### config.mk
export PLATFORM = sky130hd
export DESIGN_NAME = masked_height_cell_evaluator
export DESIGN_NICKNAME = d
export VERILOG_FILES = /design/src/sv/mhce_pkg.sv /design/src/sv/masked_height_cell_evaluator.sv
export SDC_FILE = /design/constraint.sdc
export NUM_CORES = 2
export LEC_CHECK = 0
export BUFFER_PORTS_ARGS = -buffer_cell sky130_fd_sc_hd__clkbuf_2
export CAP_MARGIN = 20
export CELL_PAD_IN_SITES_DETAIL_PLACEMENT = 0
export CELL_PAD_IN_SITES_GLOBAL_PLACEMENT = 2
export CORE_AREA = 2 2 408 410
export CTS_CLUSTER_DIAMETER = 100
export DETAILED_ROUTE_END_ITERATION = 12
export DIE_AREA = 0 0 410 412
export MAX_ROUTING_LAYER = met4
export PLACE_DENSITY_LB_ADDON = 0.1
export RECOVER_POWER = 100
export SLEW_MARGIN = 20
export SYNTH_ARGS = -nofsm -noshare
export SYNTH_HDL_FRONTEND = slang
export SYNTH_SLANG_ARGS = --single-unit
### constraint.sdc
create_clock -name aclk -period 14.9 [get_ports aclk]
set_clock_uncertainty 0.1 [all_clocks]
set_input_delay 0.745 -clock aclk [delete_from_list [all_inputs] [get_ports aclk]]
set_output_delay 0.745 -clock aclk [all_outputs]
set_load 0.01 [all_outputs]
### src/sv/mhce_pkg.sv
// package for the masked height cell evaluator: payload types and constants
`timescale 1ns / 1ps
`default_nettype none

package mhce_pkg;

    localparam int APB_ADDR_W = 3;
    localparam int APB_DATA_W = 32;

    localparam int CORNERS   = 4;
    localparam int MUL_STEPS = 16;
    localparam int DIV_STEPS = 32;
    localparam int NUM_W     = 50;
    localparam int DEN_W     = 18;

    // register index taken from paddr[2]
    localparam logic REG_HEIGHT_SCALE = 1'b0;
    localparam logic REG_WEIGHT_LIMIT = 1'b1;

    localparam logic [15:0]        HEIGHT_SCALE_RESET = 16'd256;
    localparam logic [15:0]        WEIGHT_LIMIT_RESET = 16'd1638;
    localparam logic signed [31:0] MIN_SEEN_RESET     = 32'sh7FFF_FFFF;
    localparam logic signed [31:0] MAX_SEEN_RESET     = 32'sh8000_0000;

    typedef struct packed {
        logic signed [15:0] height_a;
        logic signed [15:0] height_b;
        logic signed [15:0] height_c;
        logic signed [15:0] height_d;
        logic [15:0]        weight_a;
        logic [15:0]        weight_b;
        logic [15:0]        weight_c;
        logic [15:0]        weight_d;
        logic               frame_start;
    } mhce_in_t;

    typedef struct packed {
        logic               cell_kept;
        logic [3:0]         triangle_enables;
        logic signed [31:0] center_height;
        logic signed [31:0] scaled_a;
        logic signed [31:0] scaled_b;
        logic signed [31:0] scaled_c;
        logic signed [31:0] scaled_d;
        logic signed [31:0] running_min;
        logic signed [31:0] running_max;
    } mhce_out_t;

endpackage

`default_nettype wire

### src/sv/masked_height_cell_evaluator.sv
// masked height cell evaluator: bit-serial scaling, weighting and averaging of one cell
//
//  channel   ports                          direction  transaction
//  config    psel/penable/pwrite/paddr/...  in/out     register write or read
//  cell in   s_valid/s_ready/s_data         in         one cell, corners and weights
//  result    m_valid/m_ready/m_data         out        one evaluated cell
//
// after acceptance a cell passes through the shift-add height scaling, the
// height-weight products, the serial sums and min/max, taking the magnitude,
// the restoring divider and the load of the result; s_ready rises the cycle
// after the load, so no new cell is taken until its result is loaded.
// a stalled m_ready holds back the next cell only while its result waits to load.
// synchronous active-low reset loads the register defaults and empties the output.
`timescale 1ns / 1ps
`default_nettype none

module masked_height_cell_evaluator import mhce_pkg::*; (
    input  wire logic                  aclk,
    input  wire logic                  aresetn,
    input  wire logic                  psel,
    input  wire logic                  penable,
    input  wire logic                  pwrite,
    input  wire logic [APB_ADDR_W-1:0] paddr,
    input  wire logic [APB_DATA_W-1:0] pwdata,
    output logic      [APB_DATA_W-1:0] prdata,
    output logic                       pready,
    input  wire logic                  s_valid,
    output logic                       s_ready,
    input  wire mhce_in_t              s_data,
    output logic                       m_valid,
    input  wire logic                  m_ready,
    output mhce_out_t                  m_data
);

    typedef enum logic [6:0] {
        ST_IDLE  = 7'b000_0001,
        ST_SCALE = 7'b000_0010,
        ST_WMUL  = 7'b000_0100,
        ST_SUM   = 7'b000_1000,
        ST_PREP  = 7'b001_0000,
        ST_DIV   = 7'b010_0000,
        ST_DONE  = 7'b100_0000
    } state_t;

    // fan triangle edges: a-b, b-d, d-c, c-a
    localparam logic [1:0] PAIR_FIRST  [CORNERS] = '{2'd0, 2'd1, 2'd3, 2'd2};
    localparam logic [1:0] PAIR_SECOND [CORNERS] = '{2'd1, 2'd3, 2'd2, 2'd0};

    state_t state_reg, state_next;
    logic [4:0]  cnt_reg, cnt_next;
    logic [15:0] scale_reg, limit_reg;
    mhce_in_t    in_reg;

    logic signed [31:0] h_reg       [CORNERS];
    logic signed [31:0] h_next      [CORNERS];
    logic signed [32:0] lane_hi_reg [CORNERS];
    logic signed [32:0] lane_hi_next[CORNERS];
    logic [15:0]        lane_lo_reg [CORNERS];
    logic [15:0]        lane_lo_next[CORNERS];
    logic [16:0]        pair_hi_reg [CORNERS];
    logic [16:0]        pair_hi_next[CORNERS];
    logic [15:0]        pair_lo_reg [CORNERS];
    logic [15:0]        pair_lo_next[CORNERS];

    logic signed [NUM_W-1:0] num_reg, num_next;
    logic [DEN_W-1:0]        den_reg, den_next;
    logic                    neg_reg, neg_next;
    logic [DEN_W-1:0]        rem_reg, rem_next;
    logic [DIV_STEPS-1:0]    quo_reg, quo_next;
    logic signed [31:0]      min_reg, min_next, max_reg, max_next;

    logic      out_valid_reg, out_valid_next;
    mhce_out_t out_reg, out_next;

    logic signed [15:0] raw_in [CORNERS];
    logic [15:0]        w_in   [CORNERS];
    logic [15:0]        s_w    [CORNERS];
    logic               kept;
    logic               cfg_wr;
    logic               in_accept;

    assign raw_in[0] = in_reg.height_a;
    assign raw_in[1] = in_reg.height_b;
    assign raw_in[2] = in_reg.height_c;
    assign raw_in[3] = in_reg.height_d;
    assign w_in[0]   = in_reg.weight_a;
    assign w_in[1]   = in_reg.weight_b;
    assign w_in[2]   = in_reg.weight_c;
    assign w_in[3]   = in_reg.weight_d;
    assign s_w[0]    = s_data.weight_a;
    assign s_w[1]    = s_data.weight_b;
    assign s_w[2]    = s_data.weight_c;
    assign s_w[3]    = s_data.weight_d;

    assign kept = (w_in[0] > limit_reg) || (w_in[1] > limit_reg) ||
                  (w_in[2] > limit_reg) || (w_in[3] > limit_reg);

    assign s_ready   = (state_reg == ST_IDLE);
    assign in_accept = s_valid && s_ready;
    assign m_valid   = out_valid_reg;
    assign m_data    = out_reg;
    assign pready    = 1'b1;
    assign cfg_wr    = psel && penable && pwrite;

    always_comb begin
        unique case (paddr[2])
            REG_HEIGHT_SCALE: prdata = {16'd0, scale_reg};
            REG_WEIGHT_LIMIT: prdata = {16'd0, limit_reg};
            default:          prdata = '0;
        endcase
    end

    always_ff @(posedge aclk) begin
        if (!aresetn) begin
            scale_reg <= HEIGHT_SCALE_RESET;
            limit_reg <= WEIGHT_LIMIT_RESET;
        end else if (cfg_wr) begin
            unique case (paddr[2])
                REG_HEIGHT_SCALE: scale_reg <= pwdata[15:0];
                REG_WEIGHT_LIMIT: limit_reg <= pwdata[15:0];
                default: ;
            endcase
        end
    end

    always_comb begin
        logic signed [32:0]      mc;
        logic signed [32:0]      sum;
        logic [16:0]             psum;
        logic [1:0]              idx;
        logic signed [NUM_W-1:0] term;
        logic [NUM_W-1:0]        mag;
        logic [DEN_W:0]          trial;
        logic                    qbit;
        logic [31:0]             prod;

        state_next = state_reg;
        cnt_next   = cnt_reg;
        num_next   = num_reg;
        den_next   = den_reg;
        neg_next   = neg_reg;
        rem_next   = rem_reg;
        quo_next   = quo_reg;
        min_next   = min_reg;
        max_next   = max_reg;
        out_next   = out_reg;
        for (int i = 0; i < CORNERS; i++) begin
            h_next[i]       = h_reg[i];
            lane_hi_next[i] = lane_hi_reg[i];
            lane_lo_next[i] = lane_lo_reg[i];
            pair_hi_next[i] = pair_hi_reg[i];
            pair_lo_next[i] = pair_lo_reg[i];
        end
        mc    = '0;
        sum   = '0;
        psum  = '0;
        idx   = cnt_reg[1:0];
        term  = '0;
        mag   = '0;
        trial = '0;
        qbit  = 1'b0;
        prod  = '0;

        unique case (state_reg)
            ST_IDLE: begin
                if (s_valid) begin
                    state_next = ST_SCALE;
                    cnt_next   = '0;
                    num_next   = '0;
                    den_next   = '0;
                    for (int i = 0; i < CORNERS; i++) begin
                        lane_hi_next[i] = '0;
                        lane_lo_next[i] = scale_reg;
                        pair_hi_next[i] = '0;
                        pair_lo_next[i] = s_w[PAIR_FIRST[i]];
                    end
                    if (s_data.frame_start) begin
                        min_next = MIN_SEEN_RESET;
                        max_next = MAX_SEEN_RESET;
                    end
                end
            end
            ST_SCALE: begin
                for (int i = 0; i < CORNERS; i++) begin
                    // shift-add: one multiplier bit per cycle, lsb first
                    mc  = {{17{raw_in[i][15]}}, raw_in[i]};
                    sum = lane_lo_reg[i][0] ? lane_hi_reg[i] + mc : lane_hi_reg[i];
                    lane_hi_next[i] = {sum[32], sum[32:1]};
                    lane_lo_next[i] = {sum[0], lane_lo_reg[i][15:1]};
                    psum = pair_lo_reg[i][0] ?
                           pair_hi_reg[i] + {1'b0, w_in[PAIR_SECOND[i]]} : pair_hi_reg[i];
                    pair_hi_next[i] = {1'b0, psum[16:1]};
                    pair_lo_next[i] = {psum[0], pair_lo_reg[i][15:1]};
                    if (cnt_reg == 5'(MUL_STEPS - 1)) begin
                        h_next[i]       = {sum[16:1], sum[0], lane_lo_reg[i][15:1]};
                        lane_hi_next[i] = '0;
                        lane_lo_next[i] = w_in[i];
                    end
                end
                if (cnt_reg == 5'(MUL_STEPS - 1)) begin
                    state_next = ST_WMUL;
                    cnt_next   = '0;
                end else begin
                    cnt_next = cnt_reg + 5'd1;
                end
            end
            ST_WMUL: begin
                for (int i = 0; i < CORNERS; i++) begin
                    mc  = {h_reg[i][31], h_reg[i]};
                    sum = lane_lo_reg[i][0] ? lane_hi_reg[i] + mc : lane_hi_reg[i];
                    lane_hi_next[i] = {sum[32], sum[32:1]};
                    lane_lo_next[i] = {sum[0], lane_lo_reg[i][15:1]};
                end
                if (cnt_reg == 5'(MUL_STEPS - 1)) begin
                    state_next = ST_SUM;
                    cnt_next   = '0;
                end else begin
                    cnt_next = cnt_reg + 5'd1;
                end
            end
            ST_SUM: begin
                // one corner per cycle into the sums, and into the running extremes when the cell is kept
                term     = {lane_hi_reg[idx][32], lane_hi_reg[idx], lane_lo_reg[idx]};
                num_next = num_reg + term;
                den_next = den_reg + {2'b00, w_in[idx]};
                if (kept) begin
                    if (h_reg[idx] < min_reg) min_next = h_reg[idx];
                    if (h_reg[idx] > max_reg) max_next = h_reg[idx];
                end
                if (cnt_reg == 5'(CORNERS - 1)) begin
                    state_next = ST_PREP;
                    cnt_next   = '0;
                end else begin
                    cnt_next = cnt_reg + 5'd1;
                end
            end
            ST_PREP: begin
                // magnitude divide, quotient fits 32 bits so the top bits start as remainder
                neg_next   = num_reg[NUM_W-1];
                mag        = num_reg[NUM_W-1] ? NUM_W'(-num_reg) : NUM_W'(num_reg);
                rem_next   = mag[NUM_W-1:DIV_STEPS];
                quo_next   = mag[DIV_STEPS-1:0];
                cnt_next   = '0;
                state_next = ST_DIV;
            end
            ST_DIV: begin
                trial = {rem_reg, quo_reg[DIV_STEPS-1]};
                qbit  = (trial >= {1'b0, den_reg});
                if (qbit) begin
                    rem_next = DEN_W'(trial - {1'b0, den_reg});
                end else begin
                    rem_next = trial[DEN_W-1:0];
                end
                quo_next = {quo_reg[DIV_STEPS-2:0], qbit};
                if (cnt_reg == 5'(DIV_STEPS - 1)) begin
                    state_next = ST_DONE;
                    cnt_next   = '0;
                end else begin
                    cnt_next = cnt_reg + 5'd1;
                end
            end
            ST_DONE: begin
                if (!out_valid_reg || m_ready) begin
                    out_next = '0;
                    if (kept) begin
                        out_next.cell_kept = 1'b1;
                        for (int i = 0; i < CORNERS; i++) begin
                            prod = {pair_hi_reg[i][15:0], pair_lo_reg[i]};
                            out_next.triangle_enables[i] = (prod > {1'b0, limit_reg, 15'd0});
                        end
                        if (den_reg == '0) begin
                            out_next.center_height = '0;
                        end else if (neg_reg) begin
                            out_next.center_height = -quo_reg;
                        end else begin
                            out_next.center_height = quo_reg;
                        end
                        out_next.scaled_a = h_reg[0];
                        out_next.scaled_b = h_reg[1];
                        out_next.scaled_c = h_reg[2];
                        out_next.scaled_d = h_reg[3];
                    end
                    out_next.running_min = min_reg;
                    out_next.running_max = max_reg;
                    state_next = ST_IDLE;
                end
            end
            default: begin
                state_next = ST_IDLE;
            end
        endcase
    end

    always_comb begin
        out_valid_next = out_valid_reg;
        if (out_valid_reg && m_ready) out_valid_next = 1'b0;
        if ((state_reg == ST_DONE) && (!out_valid_reg || m_ready)) out_valid_next = 1'b1;
    end

    always_ff @(posedge aclk) begin
        if (!aresetn) begin
            state_reg     <= ST_IDLE;
            cnt_reg       <= '0;
            min_reg       <= MIN_SEEN_RESET;
            max_reg       <= MAX_SEEN_RESET;
            out_valid_reg <= 1'b0;
        end else begin
            state_reg     <= state_next;
            cnt_reg       <= cnt_next;
            min_reg       <= min_next;
            max_reg       <= max_next;
            out_valid_reg <= out_valid_next;
        end
    end

    always_ff @(posedge aclk) begin
        if (in_accept) in_reg <= s_data;
        for (int i = 0; i < CORNERS; i++) begin
            h_reg[i]       <= h_next[i];
            lane_hi_reg[i] <= lane_hi_next[i];
            lane_lo_reg[i] <= lane_lo_next[i];
            pair_hi_reg[i] <= pair_hi_next[i];
            pair_lo_reg[i] <= pair_lo_next[i];
        end
        num_reg <= num_next;
        den_reg <= den_next;
        neg_reg <= neg_next;
        rem_reg <= rem_next;
        quo_reg <= quo_next;
        out_reg <= out_next;
    end

endmodule

`default_nettype wire
==> impl_metrics.xml <==
<?xml version="1.0" encoding="UTF-8"?>
<metrics>
  <group name="timing">
    <metric name="max_slew.worst_pin.slew" unit="ns">7.16</metric>
    <metric name="period_minus_slack" unit="ns">9.73</metric>
    <metric name="max_freq" unit="MHz">103</metric>
    <metric name="layout_worst_path_cycle_share" unit="%">65.3</metric>
    <metric name="hold_viol" unit="">0</metric>
    <metric name="slew-limit-headroom" unit="%">-377</metric>
    <metric name="unrepaired_setup_endpoints_after_global_routing" unit="">false</metric>
    <metric name="tns" unit="ns">0</metric>
    <metric name="slew_viol_final" unit="">1567</metric>
    <metric name="report.final.setup_viol" unit="">0</metric>
  </group>
  <group name="floorplanning">
    <metric name="die_area" unit="µm²">169000</metric>
    <metric name="core_region_area" unit="µm²">164000</metric>
    <metric name="die_h" unit="µm">412</metric>
    <metric name="floorplan.initialDensity" unit="%">40.8</metric>
    <metric name="io-pin-count" unit="">435</metric>
    <metric name="placementRows" unit="">149</metric>
    <metric name="fp.dieW" unit="µm">410</metric>
  </group>
  <group name="cts">
    <metric name="clkLatencyLatePin" unit="ns">0.81</metric>
    <metric name="cts-root-to-sink-buffers" unit="">3</metric>
    <metric name="tritoncts_num_sinks" unit="">1035</metric>
    <metric name="postCtsResizedCells" unit="">0</metric>
    <metric name="cts_htree_levels" unit="">4</metric>
    <metric name="cts_tree" unit="">built</metric>
    <metric name="cts.clk_slew.worst_paths" unit="ns">0.06</metric>
    <metric name="root_buffer" unit="">sky130_fd_sc_hd__clkbuf_16</metric>
    <metric name="numCtsBuffers" unit="">130</metric>
  </group>
  <group name="power">
    <metric name="power.switching_fraction" unit="%">34.3</metric>
    <metric name="switchingPower" unit="mW">3.41</metric>
    <metric name="internal-power" unit="mW">6.53</metric>
    <metric name="vdd_ir_drop_max" unit="V">0.000134</metric>
    <metric name="share_seq_of_total_power" unit="%">39.1</metric>
    <metric name="fin_total_pwr" unit="mW">9.94</metric>
    <metric name="power.leakage" unit="nW">30.0</metric>
    <metric name="power_frac_clock" unit="%">32.5</metric>
    <metric name="power_frac_comb" unit="%">28.4</metric>
    <metric name="pwr_density_cell" unit="nW/µm²">131</metric>
  </group>
  <group name="worst_setup_path">
    <metric name="end_kind" unit="">flop</metric>
    <metric name="rrSetupSlack" unit="ns">5.17</metric>
    <metric name="worst_r2r_startpoint" unit="">state_reg[0]</metric>
    <metric name="critPathMaxFanout" unit="">72</metric>
    <metric name="reg2regPathDepth" unit="">10</metric>
    <metric name="critical_path_arrival" unit="ns">10.03</metric>
    <metric name="timing.critical_path.from" unit="">state_reg[0]</metric>
    <metric name="setup.worst_path.start_class" unit="">flop</metric>
    <metric name="regToRegEndpoint" unit="">lane_hi_reg[2][31]</metric>
    <metric name="critical_path.cell_chain" unit="">nor4_1 &gt; nor2b_1 &gt; nand3b_1 &gt; clkbuf_1 &gt; nand2_1 &gt; nor2_1 &gt; nor2_1 &gt; clkbuf_1 &gt; clkbuf_1 &gt; buf_4</metric>
    <metric name="slowest_library_cell_on_the_worst_path" unit="">sky130_fd_sc_hd__clkbuf_1</metric>
    <metric name="worst-endpoint-required" unit="ns">15.20</metric>
    <metric name="cp-endpoint" unit="">lane_hi_reg[2][31]</metric>
    <metric name="path_common_cell" unit="">sky130_fd_sc_hd__clkbuf_1</metric>
    <metric name="timing.critical_path.slowest_cell_delay" unit="ns">2.97</metric>
    <metric name="crit_type" unit="">reg2reg</metric>
  </group>
  <group name="yosys">
    <metric name="synth_top_cell_area_share" unit="%">41.4</metric>
    <metric name="ys_ff_latch" unit="">1035</metric>
    <metric name="syn_avg_cell_area" unit="µm²">10.4</metric>
    <metric name="edff_count_synth" unit="">924</metric>
    <metric name="most_frequent_cells_after_synthesis" unit="">sky130_fd_sc_hd__edfxtp_1 (924), sky130_fd_sc_hd__nand2_1 (652), sky130_fd_sc_hd__ha_1 (600)</metric>
    <metric name="synth_area" unit="µm²">67000</metric>
    <metric name="synth.distinct_cells" unit="">90</metric>
    <metric name="synth_cells" unit="">6432</metric>
    <metric name="yosys_warnings" unit="">0</metric>
    <metric name="synthArstFlopShare" unit="%">0</metric>
    <metric name="synth_largest_area_cell" unit="">sky130_fd_sc_hd__edfxtp_1</metric>
    <metric name="synth-seq-area-share" unit="%">44.7</metric>
    <metric name="yosysMostFrequentCell" unit="">sky130_fd_sc_hd__edfxtp_1</metric>
    <metric name="top_area_cells_in_the_synthesized_netlist" unit="">sky130_fd_sc_hd__edfxtp_1 (41%), sky130_fd_sc_hd__ha_1 (11%), sky130_fd_sc_hd__a21oi_1 (3.7%)</metric>
    <metric name="synth_top_flop_cell" unit="">sky130_fd_sc_hd__edfxtp_1</metric>
  </group>
  <group name="routing">
    <metric name="drc" unit="">0</metric>
    <metric name="ant_nets" unit="">0</metric>
    <metric name="initial_detailed_routing_violation_count" unit="">5452</metric>
    <metric name="drt_pre_antenna_iters" unit="">6</metric>
    <metric name="vias_per_inst" unit="">5.83</metric>
    <metric name="wl_per_cell" unit="µm">26.9</metric>
    <metric name="drt_wl_total" unit="µm">246000</metric>
    <metric name="dr_total_vias" unit="">53421</metric>
  </group>
  <group name="place">
    <metric name="portBuffers" unit="">399</metric>
    <metric name="place_congestion" unit="">0.973</metric>
    <metric name="place.detailed.hpwl" unit="µm">187000</metric>
    <metric name="dpl-instance-area" unit="µm²">71400</metric>
  </group>
  <group name="global_routing">
    <metric name="globalRoute.totalOverflow" unit="">0</metric>
    <metric name="grt_first_pass_wirelength" unit="µm">349000</metric>
    <metric name="maximum_number_of_pins_on_one_net_before_global_route_repair" unit="">133</metric>
    <metric name="groute.usage.overall" unit="%">29.3</metric>
    <metric name="antenna_found_initial" unit="">30</metric>
    <metric name="vias_in_the_first_global_route" unit="">49630</metric>
  </group>
  <group name="final_layout">
    <metric name="area_of_the_multi_input_gates" unit="µm²">35200</metric>
    <metric name="filler_cell_count" unit="">15585</metric>
    <metric name="layout-drive-gt1-share" unit="%">6.61</metric>
    <metric name="design_area" unit="µm²">75600</metric>
    <metric name="largest_register_ff_count" unit="">229</metric>
    <metric name="finish.net_count" unit="">7638</metric>
    <metric name="combined_flip_flop_and_latch_cell_area" unit="µm²">30000</metric>
    <metric name="synthToLayoutAreaGrowth" unit="%">13.0</metric>
  </group>
  <group name="min_path">
    <metric name="holdCritPathClass" unit="">in2reg</metric>
  </group>
  <group name="run">
    <metric name="max-cap-violations" unit="">28</metric>
  </group>
  <group name="status">
    <metric name="outcome" unit="">finished, violations left</metric>
    <metric name="failed_checks" unit="">capacitance limit, slew limit</metric>
  </group>
</metrics>
## layer usage
metal	vias up	track usage, %	wire length (µm)
met5	-	-	0
met4	0	8.62	6590
met3	276	5.47	20300
met2	2044	41.3	104000
met1	26153	42.5	115000
li1	24948	-	-
## cell type report
cell class,instances,area share [%]
multi-input combinational,4923,46.5
sequential,1035,39.6
clock buffer,158,4.57
tap,2189,3.62
timing repair buffer,517,3.31
inverter,245,1.22
clock inverter,78,1.09
antenna,12,0.0397
## what timing repair did
action | 4_1_cts | 5_1_grt
endpoints found under the hold margin | 56 | 0
buffers inserted | 0 | 0
hold buffers | 56 | 0
## logic make-up (layout without fill, tap and decap cells)
kind of cell / count (synthesis) / after routing / synth area share [%]
AOI/OAI and AO/OA: 1648 / 1648 / 15.8
xor gates and xnor gates: 374 / 374 / 4.89
adders and majority gates: 615 / 615 / 11.7
buffers and inverters: 489 / 998 / 2.85
DFF: 1035 / 1035 / 44.7
muxes: 253 / 253 / 5.63
other: 2 / 29 / 0.0112
and+or+nand+nor: 2016 / 2016 / 14.4
## how the worst min path moves through the flow
stage,cells after the start,start,end,slack (ns)
2_1_floorplan,0,max_reg[10],m_data[10],0.33
5_1_grt,1,s_data[115],in_reg[115],0.05
3_5_place_dp,0,max_reg[25],m_data[25],0.35
4_1_cts,1,s_data[56],in_reg[56],0.0006
6_report,1,s_data[106],in_reg[106],0.06
3_3_place_gp,0,max_reg[7],m_data[7],0.35
## critical path: cells and delay by family (launching register included)
family / cells / cell delay, ns
simple gates: 6 / 1.79
buf+inv: 4 / 6.95
flops: 1 / 0.34
## stage by stage
| stage | utilization, % | setup WS (ns) | hold WS [ns] | cells |
|---|---|---|---|---|
| finish | 46.1 | 5.17 | 0.0610 | 9157 |
| global route | 46.0 | 4.76 | 0.0471 | 9147 |
| global placement | 43.5 | 9.01 | 0.345 | 8853 |
| CTS | 46.4 | 9.01 | 0.000572 | 9145 |
| detailed placement | 43.5 | 9.07 | 0.345 | 8853 |
| floorplan | - | 3.03 | 0.330 | 6447 |
## cells in the final DEF (no fill, tap or decap), types with 43 or more instances in the layout
cell,instances
sky130_fd_sc_hd__edfxtp_1,924
sky130_fd_sc_hd__clkbuf_1,380
sky130_fd_sc_hd__mux2i_1,130
sky130_fd_sc_hd__xor2_1,167
sky130_fd_sc_hd__a21o_1,224
sky130_fd_sc_hd__nand3_1,102
sky130_fd_sc_hd__nor3_1,76
sky130_fd_sc_hd__clkbuf_2,75
sky130_fd_sc_hd__nand2_1,651
sky130_fd_sc_hd__clkbuf_16,134
sky130_fd_sc_hd__and3_1,58
sky130_fd_sc_hd__a221o_1,67
sky130_fd_sc_hd__o21bai_1,45
sky130_fd_sc_hd__xnor2_1,207
sky130_fd_sc_hd__a31oi_1,45
sky130_fd_sc_hd__mux4_2,96
sky130_fd_sc_hd__o21a_1,43
sky130_fd_sc_hd__nor2_1,534
sky130_fd_sc_hd__o21ai_0,352
sky130_fd_sc_hd__nand4_1,65
sky130_fd_sc_hd__nand2b_1,85
sky130_fd_sc_hd__dfxtp_1,109
sky130_fd_sc_hd__o31ai_1,46
sky130_fd_sc_hd__a211oi_1,43
sky130_fd_sc_hd__a21oi_1,501
sky130_fd_sc_hd__dlygate4sd3_1,56
sky130_fd_sc_hd__nor2b_1,239
sky130_fd_sc_hd__inv_1,240
sky130_fd_sc_hd__ha_1,600
## power by group through the flow
stage	registers [mW]	logic (mW)	clock network [mW]
4_1_cts	3.84	2.80	3.30
2_1_floorplan	3.71	2.09	0
3_3_place_gp	3.90	2.77	0
6_report	3.88	2.82	3.24
3_5_place_dp	3.90	2.77	0
5_1_grt	3.89	3.12	3.41
No activity file was read; power rests on OpenSTA's default activity.
